[src/sv/irc_lt_pkg.sv]
// ---------------------------------------------------------------------------
// IRC line tokenizer package
// Phase codes, byte roles, item and state types, character helpers.
// ---------------------------------------------------------------------------
package irc_lt_pkg;

  localparam int MaxParams   = 15;
  localparam int ParamCapInt = (MaxParams > 15) ? 15 : ((MaxParams < 1) ? 1 : MaxParams);
  localparam logic [3:0] PARAM_CAP = 4'(ParamCapInt);

  localparam logic [7:0] CH_COLON = 8'h3A;
  localparam logic [7:0] CH_SPACE = 8'h20;

  localparam logic [2:0] ROLE_SEP    = 3'd0;
  localparam logic [2:0] ROLE_PREFIX = 3'd1;
  localparam logic [2:0] ROLE_VERB   = 3'd2;
  localparam logic [2:0] ROLE_MIDDLE = 3'd3;
  localparam logic [2:0] ROLE_TRAIL  = 3'd4;

  typedef enum logic [2:0] {
    PH_START      = 3'd0,
    PH_PREFIX     = 3'd1,
    PH_SKIP_VERB  = 3'd2,
    PH_VERB       = 3'd3,
    PH_SKIP_PARAM = 3'd4,
    PH_MIDDLE     = 3'd5,
    PH_TRAIL      = 3'd6
  } phase_e;

  typedef struct packed {
    logic [7:0] ch;
    logic       byte_valid;
    logic       line_end;
  } item_t;

  typedef struct packed {
    phase_e     phase;
    logic [3:0] param_count;
    logic       overflow_seen;
  } state_t;

  localparam state_t ST_RESET = '{phase: PH_START, param_count: 4'd0, overflow_seen: 1'b0};

  typedef struct packed {
    logic [7:0] out_char;
    logic [2:0] role;
    logic [3:0] param_index;
    logic       token_start;
    logic       line_done;
    logic       line_ok;
    logic       param_overflow;
  } res_t;

  function automatic logic is_ws(logic [7:0] c);
    return (c == CH_SPACE) || ((c >= 8'd9) && (c <= 8'd13));
  endfunction

  function automatic logic [7:0] to_upper(logic [7:0] c);
    return ((c >= 8'h61) && (c <= 8'h7A)) ? (c - 8'h20) : c;
  endfunction

endpackage

[src/sv/irc_lt_core.sv]
// ---------------------------------------------------------------------------
// IRC line tokenizer step logic
// Next tokenizer state and tagged result for one byte item.
// ---------------------------------------------------------------------------
module irc_lt_core (
  input  irc_lt_pkg::item_t  item_i,
  input  irc_lt_pkg::state_t st_i,
  output irc_lt_pkg::state_t st_o,
  output irc_lt_pkg::res_t   res_o
);

  irc_lt_pkg::phase_e ph;
  irc_lt_pkg::state_t st_upd;
  logic               ws;
  logic [3:0]         cur_idx;

  // unused phase code acts as start of line
  assign ph = (st_i.phase > irc_lt_pkg::PH_TRAIL) ? irc_lt_pkg::PH_START : st_i.phase;
  assign ws = irc_lt_pkg::is_ws(item_i.ch);

  // next state
  always_comb begin
    st_upd       = st_i;
    st_upd.phase = ph;
    if (item_i.byte_valid) begin
      case (ph)
        irc_lt_pkg::PH_START: begin
          if (item_i.ch == irc_lt_pkg::CH_COLON) begin
            st_upd.phase = irc_lt_pkg::PH_PREFIX;
          end else if (ws) begin
            st_upd.phase = irc_lt_pkg::PH_SKIP_VERB;
          end else begin
            st_upd.phase = irc_lt_pkg::PH_VERB;
          end
        end
        irc_lt_pkg::PH_PREFIX: begin
          if (item_i.ch == irc_lt_pkg::CH_SPACE) st_upd.phase = irc_lt_pkg::PH_SKIP_VERB;
        end
        irc_lt_pkg::PH_SKIP_VERB: begin
          if (!ws) st_upd.phase = irc_lt_pkg::PH_VERB;
        end
        irc_lt_pkg::PH_VERB: begin
          if (item_i.ch == irc_lt_pkg::CH_SPACE) st_upd.phase = irc_lt_pkg::PH_SKIP_PARAM;
        end
        irc_lt_pkg::PH_SKIP_PARAM: begin
          if (!ws) begin
            if (st_i.param_count < irc_lt_pkg::PARAM_CAP) begin
              st_upd.param_count = st_i.param_count + 4'd1;
            end else begin
              st_upd.overflow_seen = 1'b1;
            end
            st_upd.phase = (item_i.ch == irc_lt_pkg::CH_COLON) ?
                           irc_lt_pkg::PH_TRAIL : irc_lt_pkg::PH_MIDDLE;
          end
        end
        irc_lt_pkg::PH_MIDDLE: begin
          if (item_i.ch == irc_lt_pkg::CH_SPACE) st_upd.phase = irc_lt_pkg::PH_SKIP_PARAM;
        end
        default: begin
          st_upd.phase = ph;
        end
      endcase
    end
  end

  assign st_o    = item_i.line_end ? irc_lt_pkg::ST_RESET : st_upd;
  assign cur_idx = (st_upd.param_count == 4'd0) ? 4'd0 : (st_upd.param_count - 4'd1);

  // result
  always_comb begin
    res_o                = '0;
    res_o.line_done      = item_i.line_end;
    res_o.line_ok        = item_i.line_end && (st_upd.phase >= irc_lt_pkg::PH_VERB);
    res_o.param_overflow = st_upd.overflow_seen;
    if (item_i.byte_valid) begin
      res_o.out_char = item_i.ch;
      case (ph)
        irc_lt_pkg::PH_START: begin
          if (item_i.ch == irc_lt_pkg::CH_COLON) begin
            res_o.role = irc_lt_pkg::ROLE_PREFIX;
          end else if (!ws) begin
            res_o.role        = irc_lt_pkg::ROLE_VERB;
            res_o.token_start = 1'b1;
            res_o.out_char    = irc_lt_pkg::to_upper(item_i.ch);
          end
        end
        irc_lt_pkg::PH_PREFIX: begin
          if (item_i.ch != irc_lt_pkg::CH_SPACE) res_o.role = irc_lt_pkg::ROLE_PREFIX;
        end
        irc_lt_pkg::PH_SKIP_VERB: begin
          if (!ws) begin
            res_o.role        = irc_lt_pkg::ROLE_VERB;
            res_o.token_start = 1'b1;
            res_o.out_char    = irc_lt_pkg::to_upper(item_i.ch);
          end
        end
        irc_lt_pkg::PH_VERB: begin
          if (item_i.ch != irc_lt_pkg::CH_SPACE) begin
            res_o.role     = irc_lt_pkg::ROLE_VERB;
            res_o.out_char = irc_lt_pkg::to_upper(item_i.ch);
          end
        end
        irc_lt_pkg::PH_SKIP_PARAM: begin
          if (!ws) begin
            res_o.token_start = 1'b1;
            res_o.param_index = cur_idx;
            res_o.role        = (item_i.ch == irc_lt_pkg::CH_COLON) ?
                                irc_lt_pkg::ROLE_TRAIL : irc_lt_pkg::ROLE_MIDDLE;
          end
        end
        irc_lt_pkg::PH_MIDDLE: begin
          if (item_i.ch != irc_lt_pkg::CH_SPACE) begin
            res_o.role        = irc_lt_pkg::ROLE_MIDDLE;
            res_o.param_index = cur_idx;
          end
        end
        default: begin
          res_o.role        = irc_lt_pkg::ROLE_TRAIL;
          res_o.param_index = cur_idx;
        end
      endcase
    end
  end

endmodule

[src/sv/irc_line_tokenizer_unit.sv]
// ---------------------------------------------------------------------------
// IRC line tokenizer
// Tags each byte of a command line as prefix, verb, parameter or separator.
// ---------------------------------------------------------------------------
// Takes one byte item per cycle when not stalled and returns one tagged item
// per byte through input register, then result register. Throughput is one
// item per clock when not stalled, bounded by the update of the tokenizer
// phase and parameter count. While a result waits on the output, the input
// register takes one more item and the input then stalls until the waiting
// result is taken. A bare item (tuser low) carries only the end-of-line
// mark. The result with tlast high reports line_ok and the line's overflow
// flag, and the tokenizer returns to start of line for the next item.
module irc_line_tokenizer_unit (
  input  logic       clk_i,
  input  logic       rst_ni,
  input  logic       s_axis_tvalid,
  output logic       s_axis_tready,
  input  logic [7:0] s_axis_tdata,   // [7:0] ch
  input  logic       s_axis_tuser,   // [0] byte_valid
  input  logic       s_axis_tlast,   // line_end
  output logic       m_axis_tvalid,
  input  logic       m_axis_tready,
  output logic [7:0] m_axis_tdata,   // [7:0] out_char
  output logic [9:0] m_axis_tuser,   // [2:0] role, [6:3] param_index, [7] token_start,
                                     // [8] line_ok, [9] param_overflow
  output logic       m_axis_tlast    // line_done
);

  irc_lt_pkg::item_t  in_q;
  logic               in_vld_q, in_vld_d;
  irc_lt_pkg::state_t st_q, st_d;
  irc_lt_pkg::res_t   res_q, res_d;
  logic               out_vld_q, out_vld_d;
  logic               s_acc, advance;

  assign advance       = in_vld_q && (!out_vld_q || m_axis_tready);
  assign s_axis_tready = !in_vld_q || advance;
  assign s_acc         = s_axis_tvalid && s_axis_tready;

  assign in_vld_d  = s_acc ? 1'b1 : (advance ? 1'b0 : in_vld_q);
  assign out_vld_d = advance ? 1'b1 : (m_axis_tready ? 1'b0 : out_vld_q);

  irc_lt_core u_core (
    .item_i (in_q),
    .st_i   (st_q),
    .st_o   (st_d),
    .res_o  (res_d)
  );

  always_ff @(posedge clk_i or negedge rst_ni) begin
    if (!rst_ni) begin
      in_vld_q  <= 1'b0;
      out_vld_q <= 1'b0;
      st_q      <= irc_lt_pkg::ST_RESET;
    end else begin
      in_vld_q  <= in_vld_d;
      out_vld_q <= out_vld_d;
      if (advance) st_q <= st_d;
    end
  end

  always_ff @(posedge clk_i) begin
    if (s_acc) begin
      in_q <= '{ch: s_axis_tdata, byte_valid: s_axis_tuser, line_end: s_axis_tlast};
    end
    if (advance) res_q <= res_d;
  end

  assign m_axis_tvalid = out_vld_q;
  assign m_axis_tdata  = res_q.out_char;
  assign m_axis_tuser  = {res_q.param_overflow, res_q.line_ok, res_q.token_start,
                          res_q.param_index, res_q.role};
  assign m_axis_tlast  = res_q.line_done;

endmodule

[config.mk]
export PLATFORM = sky130hd
export DESIGN_NAME = irc_line_tokenizer_unit
export DESIGN_NICKNAME = d
export VERILOG_FILES = /design/src/sv/irc_lt_pkg.sv /design/src/sv/irc_lt_core.sv /design/src/sv/irc_line_tokenizer_unit.sv
export SDC_FILE = /design/constraint.sdc
export NUM_CORES = 1
export LEC_CHECK = 0
export BUFFER_PORTS_ARGS = -buffer_cell sky130_fd_sc_hd__clkbuf_2
export CELL_PAD_IN_SITES_DETAIL_PLACEMENT = 1
export CELL_PAD_IN_SITES_GLOBAL_PLACEMENT = 1
export CORE_MARGIN = 2
export CORE_UTILIZATION = 35
export DETAILED_ROUTE_END_ITERATION = 10
export PLACE_DENSITY_LB_ADDON = 0.15
export SYNTH_ARGS = -nofsm -noshare
export SYNTH_HDL_FRONTEND = slang
export SYNTH_HIERARCHICAL = 1
export SYNTH_SLANG_ARGS = --single-unit
[constraint.sdc]
create_clock -name clk_i -period 5.91 [get_ports clk_i]
set_input_delay 0.8865 -clock clk_i [delete_from_list [all_inputs] [get_ports clk_i]]
set_output_delay 0.8865 -clock clk_i [all_outputs]
set_load 0.02 [all_outputs]
Word-level counts from Yosys, hierarchy flattened:

Index checks and enable logic that the tools add are counted.

* register bits: 39
* input bits: 14

* add/sub/neg operators: 3
* order comparisons: 7
* equality and inequality tests: 8
* muxes and demuxes: 34
* reductions and logical operators: 16

Operators with widths (number)
* $mux W8: 6
* $pmux W8 S3: 1
* $mux W11: 2
* $mux W3: 7
* $pmux W3 S6: 1
* $eq A8 B6 Y1 const B: 2
* $pmux W3 S5: 1
* $pmux W4 S3: 1
* $mux W1: 9
* $ge A8 B4 Y1 const B: 1
* $ge A8 B7 Y1 const B: 1
* $le A8 B4 Y1 const B: 1
* $le A8 B7 Y1 const B: 1
* $mux W4: 2
* $ne A8 B6 Y1 const B: 1
* $sub A8 B6 Y8 const B: 1
* $eq A3 B2 Y1 const B: 2
* $eq A3 B3 Y1 const B: 2
* $mux W6: 1
* $logic_and A1 B1 Y1: 5
* $mux W5: 1
* $add A4 B1 Y4 const B: 1
* $logic_not A4 Y1: 1
* $lt A4 B4 Y1 const B: 1
* 12 further kinds: 16

Longest topological paths before layout:

Gate-level depths: netlist (run 1).

* depth in word-level cells: 11
* depth in mapped cells: 12
* depth with buffers taken out: 11

Cells and area by module:

The synthesis (run 1) kept the hierarchy.

By module, submodules not included
* irc_line_tokenizer_unit: times used 1, cells an instance 54, area each 1297.5 µm², sequential area each 1121.1 µm²
* irc_lt_core: times used 1, cells an instance 146, area each 927.1 µm², sequential area each 0.0 µm²

Worst setup path after synthesis (run 1):

No wires, ideal clock.

* path kind: reg-to-reg
* start point: reg st_q[6] in the netlist's numbering
* end point: reg res_q, in the netlist m_axis_tuser[5], data pin
* setup time: 0.143 ns
* arrival: 2.657 ns
* required time: 5.767 ns
* path slack: 3.110 ns
* stages on the path, launching flop included: 10
* clock period less this slack: 2.800 ns
* cells stage by stage: dfrtp_1 ha_1 or4b_4 nor3_1 nand2_1 xor2_1 ha_1 inv_1 or3b_1 a21oi_2

* longest elaborated chain between the ends: 9
* elaborated cells between the ends (all ways): 17
* classes of those cells: 1 x add/sub; 1 x order compare; 5 x eq/ne; 7 x mux; 3 x reduce/logical

RTL lines
* from (decl): line irc_line_tokenizer_unit.sv:31 `irc_lt_pkg::state_t st_q, st_d;`
* from (signal assigned): line irc_line_tokenizer_unit.sv:54 `st_q <= irc_lt_pkg::ST_RESET;`
* from (signal assigned): line irc_line_tokenizer_unit.sv:58 `if (advance) st_q <= st_d;`
* $gt A3 B3 Y1: line irc_lt_core.sv:18 `assign ph = (st_i.phase > irc_lt_pkg::PH_TRAIL) ? irc_lt_pkg::PH_START : st_i.phase;`
* $mux W3 (*): line irc_lt_core.sv:18
* $eq A3 B3 Y1: line irc_lt_core.sv:26, irc_lt_core.sv:77
* $mux W5: line irc_lt_core.sv:26 `case (ph)`
* $mux W8: line irc_lt_core.sv:25 `if (item_i.byte_valid) begin`
* $sub A4 B1 Y4 or $logic_not A4 Y1 (tied branches): line irc_lt_core.sv:67 `assign cur_idx = (st_upd.param_count == 4'd0) ? 4'd0 : (st_upd.param_count - 4'd1);`
* $mux W4: line irc_lt_core.sv:67
* $mux W6 or $mux W8 (tied branches): line irc_lt_core.sv:112, irc_lt_core.sv:104
* $pmux W4 S3 (*): line irc_lt_core.sv:77 `case (ph)`
* to (signal assigned): line irc_line_tokenizer_unit.sv:66 `if (advance) res_q <= res_d;`
* to (decl): line irc_line_tokenizer_unit.sv:32 `irc_lt_pkg::res_t res_q, res_d;`

Every way passes the cells marked *; elsewhere a longest branch is shown, timed or not.
A chain may end at the register's enable or synchronous reset.

Worst setup path in the final report (run 1):

Same ends and word-level chain as after synthesis.

==> results of run 1 <==
-- report_power, final --
part / switching, W / total (W) / internal [W]
logic: 0.000106 / 0.000171 / 0.0000652
registers: 0.0000276 / 0.000352 / 0.000324
clock network: 0.0000934 / 0.000262 / 0.000169
-- area by class of cell --
cell class	count	area share (%)
flip-flops and latches	39	43.3
multi-input cells	143	39.7
repair buffers	34	6.57
well taps	77	3.72
clock buffers	6	2.80
clock inverters	2	2.32
inverters	11	1.59
-- routing by layer --
layer | vias up | part of all wire [%] | track usage (%)
met5 | - | 0 | 0
met4 | 0 | 0.71 | 3.96
met3 | 2 | 4.2 | 3.56
met2 | 40 | 47 | 24.0
met1 | 854 | 48 | 22.2
li1 | 801 | - | -
-- cells by family (layout without fill, tap and decap cells) --
family / Yosys count / after routing / synth area share, %
muxes: 14 / 14 / 8.55
DFF: 39 / 39 / 50.4
xor gates and xnor gates: 1 / 1 / 0.394
and+or+nand+nor: 81 / 81 / 21.4
buffers and inverters: 18 / 53 / 3.37
adders and majority gates: 6 / 6 / 3.37
AOI/OAI and AO/OA: 41 / 41 / 12.5
-- flip-flops by register name (all words and copies together), names as in the netlist --
register,cells
in_q,10
m_axis_tuser,10
m_axis_tdata,8
st_q,8
in_vld_q,1
m_axis_tlast,1
m_axis_tvalid,1
-- worst max-delay path: cells and delay by family, from the launching register on --
kind | cells | cell delay (ns)
AND/OR/NAND/NOR | 4 | 1.63
AO/OA/AOI/OAI | 1 | 0.12
adder cells (fa/ha/maj) | 2 | 0.61
flip-flops | 1 | 0.53
XOR/XNOR | 1 | 0.27
buffers and inverters | 1 | 0.05
-- how the worst max path moves through the flow --
| stage | startpoint | to | slack (ns) | depth (start not counted) |
|---|---|---|---|---|
| 6_report | st_q[6] | m_axis_tuser[5] | 2.56 | 9 |
| 5_1_grt | st_q[6] | m_axis_tuser[5] | 2.24 | 9 |
| 4_1_cts | st_q[6] | m_axis_tuser[5] | 2.59 | 9 |
| 3_5_place_dp | st_q[6] | m_axis_tuser[5] | 2.60 | 9 |
| 3_3_place_gp | st_q[6] | m_axis_tuser[5] | 2.69 | 9 |
| 2_1_floorplan | st_q[6] | m_axis_tuser[5] | 3.11 | 9 |
-- per-stage QoR --
step	utilization (%)	instance area [um2]
2_1_floorplan	-	2220
3_3_place_gp	39.4	2460
3_5_place_dp	39.4	2460
4_1_cts	41.5	2590
5_1_grt	41.5	2590
6_report	41.5	2590
-- cells in the mapped netlist, drive strengths merged, types with 3 or more instances --
master	count
nor2b	3
nor3	4
nand2b	6
buf	3
dfrtp	10
ha	6
inv	11
edfxtp	29
mux2i	4
o21ai	10
o31ai	4
clkbuf	4
a31oi	3
a21oi	9
and2	10
nand3	6
a2111oi	3
nand2	17
nor2	17
mux2	10
==> results_dict.tcl, run 1 <==
set metrics [dict create \
    antenna-diode-count 0 \
    worst-r2r-cell-count 9 \
    first_pass_grt_wire_length_um 8470 \
    row_count 29 \
    timing.slew.headroom_pct 42.4 \
    crit_share_post_route_pct 56.6 \
    crit_path_max_fanout 15 \
    layout-drive-gt1-share_pct 26.0 \
    area_delta_synth_final_pct 16.4 \
    setup.worst_path.end_class "flip-flop" \
    timing.final.crit_period_ns 3.35 \
    post_synth_num_cell_types 57 \
    totalWireLength_um 5240 \
    clkTransAtPathRegs_ns 0.08 \
    postSynth.topFlopCell "edfxtp_1" \
    routed_via_density 5.44 \
    clockBufferDepth 2 \
    setup_ws_ns 2.56 \
    post_cts_hold_buffer_count 0 \
    groute.usage.overall_pct 15.6 \
    setup_violations 0 \
    num_vias 1697 \
    fillerInstances 706 \
    detail_route.iter0.violations 65 \
    worst-slew-pin-transition_ns 0.852 \
    syn_inst 200 \
    cp-start-kind "flip-flop" \
    antenna_found_initial 0 \
    synth_nets 220 \
    cts-root-buf "clkbuf_8" \
    cts.repair.resized 0 \
    register_area_um2 1120 \
    skew_ns 0.00557 \
    core_um2 6240 \
    pre_cts_slack_ns 2.60 \
    r2r_end "m_axis_tuser[5]" \
    synth_enable_flop_cells 29 \
    synth.yosys.seq_area_share_pct 50.4 \
    grt_max_degree 20 \
    die-area_um2 7010 \
    floorplan.die.height_um 83.7 \
    power.density_cell_area_nw_per_um2 303 \
    vdd_drop_max_v 0.000130 \
    ioPinCount 35 \
    ctsHtreeMaxLevel 2 \
    clk_latency_ns 0.29 \
    fmaxAchievable_mhz 299 \
    cp.arrival_ns 3.49 \
    initial_core_utilization_pct 35.6 \
    synth-warning-count 6 \
    worst_path_largest_cell_delay_ns 0.53 \
    fin_cells 312 \
    grt_setup_unrepaired "false" \
    finalWeightedCongestion 0.803 \
    gr-total-overflow 0 \
    cts_buffer_count 5 \
    critical_path.most_common_cell "ha_1" \
    p_total_w 0.000786 \
    io_buffers 34 \
    worstReg2RegStart "st_q[6]" \
    hold_violations 0 \
    post-synth-top-area-fraction_pct 39.1 \
    clock_sink_count 39 \
    die_x_um 83.7 \
    report.final.slew_viol_count 0 \
    outcome "finished, final reports clean" \
    wire_per_inst_um 16.8 \
    maxcap_viol_count 0 \
    layout.cells.most_common_list "clkbuf_2, edfxtp_1, nor2_1" \
    power.leakage_nw 1.08 \
    timing_worst_setup_path_type "reg -> reg" \
    layout.cells.most_common "clkbuf_2" \
    cts_setup_buffers 0 \
    synth-seq-cells 39 \
    timing.critical_path.required_ns 6.05 \
    average_size_of_a_mapped_cell_um2 11.1 \
    path_cells "ha_1 -> or4b_4 -> nor3_1 -> nand2_1 -> xor2_1 -> ha_1 -> inv_1 -> or3b_1 -> a21oi_2" \
    drt_drc_violations_left 0 \
    via_count_of_the_first_global_routing_pass 1636 \
    fin_tns_setup_ns 0 \
    cts_tree "done" \
    worst_hold_slack_ns 0.457 \
    place_hpwl_um 3980 \
    worstHoldPathType "in -> async" \
    final_antenna_violating_net_count 0 \
    asyncSetResetFlopFracSynth_pct 25.6 \
    multi_input_area_um2 1030 \
    drtPass1Iterations 4 \
    area_of_the_mapped_netlist_um2 2220 \
    slowest_cell_on_the_critical_path "dfrtp_1" \
    timing.reg2reg.setup_slack_ns 2.56 \
    yosysTopAreaCell "edfxtp_1" \
    synth_area_leaders "edfxtp_1, dfrtp_1, mux2_4" \
    place_inst 304 \
    num-nets-final 254 \
]
Power figures use the tool's default switching activity.
==> inputs of run 2 (changes only) <==
==> constraint.sdc (replaced) <==
create_clock -name clk_i -period 2.87 [get_ports clk_i]
set_input_delay 0.4305 -clock clk_i [delete_from_list [all_inputs] [get_ports clk_i]]
set_output_delay 0.4305 -clock clk_i [all_outputs]
set_load 0.02 [all_outputs]
==> results_dict.tcl, run 2 (synthesized netlist as in run 1, its figures left out) <==
set metrics [dict create \
    outcome "finished with violations" \
    failing_checks "hold timing" \
    clkTransAtPathRegs_ns 0.08 \
    cts_buffer_count 5 \
    layout-drive-gt1-share_pct 30.6 \
    first_pass_grt_wire_length_um 8560 \
    via_count_of_the_first_global_routing_pass 1750 \
    worst-slew-pin-transition_ns 0.797 \
    core_um2 6240 \
    antenna-diode-count 0 \
    initial_core_utilization_pct 35.6 \
    timing.final.crit_period_ns 2.65 \
    met2_usage_pct 25.2 \
    layout.cells.most_common "clkbuf_2" \
    met3_usage_pct 3.56 \
    setup_violations 0 \
    num-nets-final 267 \
    cts-root-buf "clkbuf_8" \
    die_x_um 83.7 \
    cts_setup_buffers 0 \
    post_cts_hold_buffer_count 0 \
    worst_hold_slack_ns -0.000206 \
    clockBufferDepth 2 \
    worstHoldPathType "in -> async" \
    power.leakage_nw 1.14 \
    maxcap_viol_count 0 \
    cts_tree "done" \
    pre_cts_slack_ns 0.136 \
    vdd_drop_max_v 0.000204 \
    grt_setup_unrepaired "false" \
    timing.critical_path.required_ns 3.02 \
    use_met1_pct 21.2 \
    floorplan.die.height_um 83.7 \
    layout.cells.most_common_list "clkbuf_2, edfxtp_1, nor2_1" \
    num_vias 1674 \
    final_antenna_violating_net_count 0 \
    wire_per_inst_um 16.1 \
    fin_cells 325 \
    timing_worst_setup_path_type "reg -> reg" \
    setup.worst_path.end_class "flip-flop" \
    fillerInstances 726 \
    skew_ns 0.00650 \
    clk_latency_ns 0.29 \
    area_delta_synth_final_pct 20.1 \
    die-area_um2 7010 \
    crit_path_max_fanout 4 \
    fmaxAchievable_mhz 377 \
    clock_sink_count 39 \
    antenna_found_initial 0 \
    io_buffers 34 \
    grt_max_degree 20 \
    detail_route.iter0.violations 95 \
    cts.repair.resized 0 \
    hold_violations 1 \
    busiest_layer "met2" \
    fin_tns_setup_ns 0 \
    cp.arrival_ns 2.80 \
    power.density_cell_area_nw_per_um2 580 \
    place_inst 317 \
    place_hpwl_um 3920 \
    groute.usage.overall_pct 15.5 \
    postLayoutCoreUtil_pct 42.8 \
    report.final.slew_viol_count 0 \
    setup_ws_ns 0.216 \
    ctsHtreeMaxLevel 2 \
    timing.slew.headroom_pct 46.8 \
    drt_drc_violations_left 0 \
    cp-start-kind "flip-flop" \
    crit_share_post_route_pct 92.5 \
    row_count 29 \
    gr-total-overflow 0 \
    finalWeightedCongestion 0.858 \
    drtPass1Iterations 4 \
    totalWireLength_um 5250 \
    ioPinCount 35 \
    routed_via_density 5.15 \
]
==> run 2: path summary, 6_finish.rpt <==
kind	from	end	slack [ns]	cells after the start
max	st_q[6]	m_axis_tuser[5]	0.22	9
min	rst_ni	m_axis_tvalid	-0.0002	1
max reg2reg	st_q[6]	m_axis_tuser[5]	0.22	9
min reg2reg	st_q[0]	st_q[0]	0.52	1
max in group asynchronous	rst_ni	st_q[1]	2.66	1
min in group clk_i	s_axis_tdata[7]	in_q[9]	0.31	1
==> run 2: where the power goes <==
group	internal [W]	total (W)	switching, W
sequential	0.000669	0.000696	0.0000270
combinational	0.000156	0.000403	0.000247
clock	0.000255	0.000451	0.000196
total	0.00108	0.00155	0.000470
==> run 2: layout make-up <==
| type | instances | area, um2 | share of cell area (%) |
|---|---|---|---|
| clock buffers | 5 | 68.8 | 2.57 |
| well taps | 77 | 96.3 | 3.60 |
| inverters | 11 | 41.3 | 1.54 |
| clock inverters | 3 | 38.8 | 1.45 |
| flip-flops and latches | 39 | 1120 | 41.9 |
| multi-input cells | 143 | 1040 | 38.9 |
| repair buffers | 47 | 268 | 10.0 |
==> run 2: stage by stage <==
stage | instance area (um2) | total power, W
after floorplan | 2220 | 0.000976
after global placement | 2550 | 0.00111
after detailed placement | 2550 | 0.00111
after CTS | 2660 | 0.00157
after global routing | 2670 | 0.00164
final | 2670 | 0.00155
==> run 2: critical path: stages (launching register included) <==
cell and delay (ns):
dfrtp_1 0.40, ha_1 0.22, or4b_4 0.53, nor3_2 0.23, nand2_1 0.12, xor2_1 0.23, ha_1 0.24, inv_1 0.04
or3b_1 0.38, a21oi_2 0.12
==> run 2: layer usage <==
| metal | wire [um] | up-vias |
|---|---|---|
| li1 | - | 833 |
| met3 | 243 | 2 |
| met4 | 19 | 0 |
| met2 | 2460 | 36 |
| met5 | 0 | - |
| met1 | 2520 | 803 |
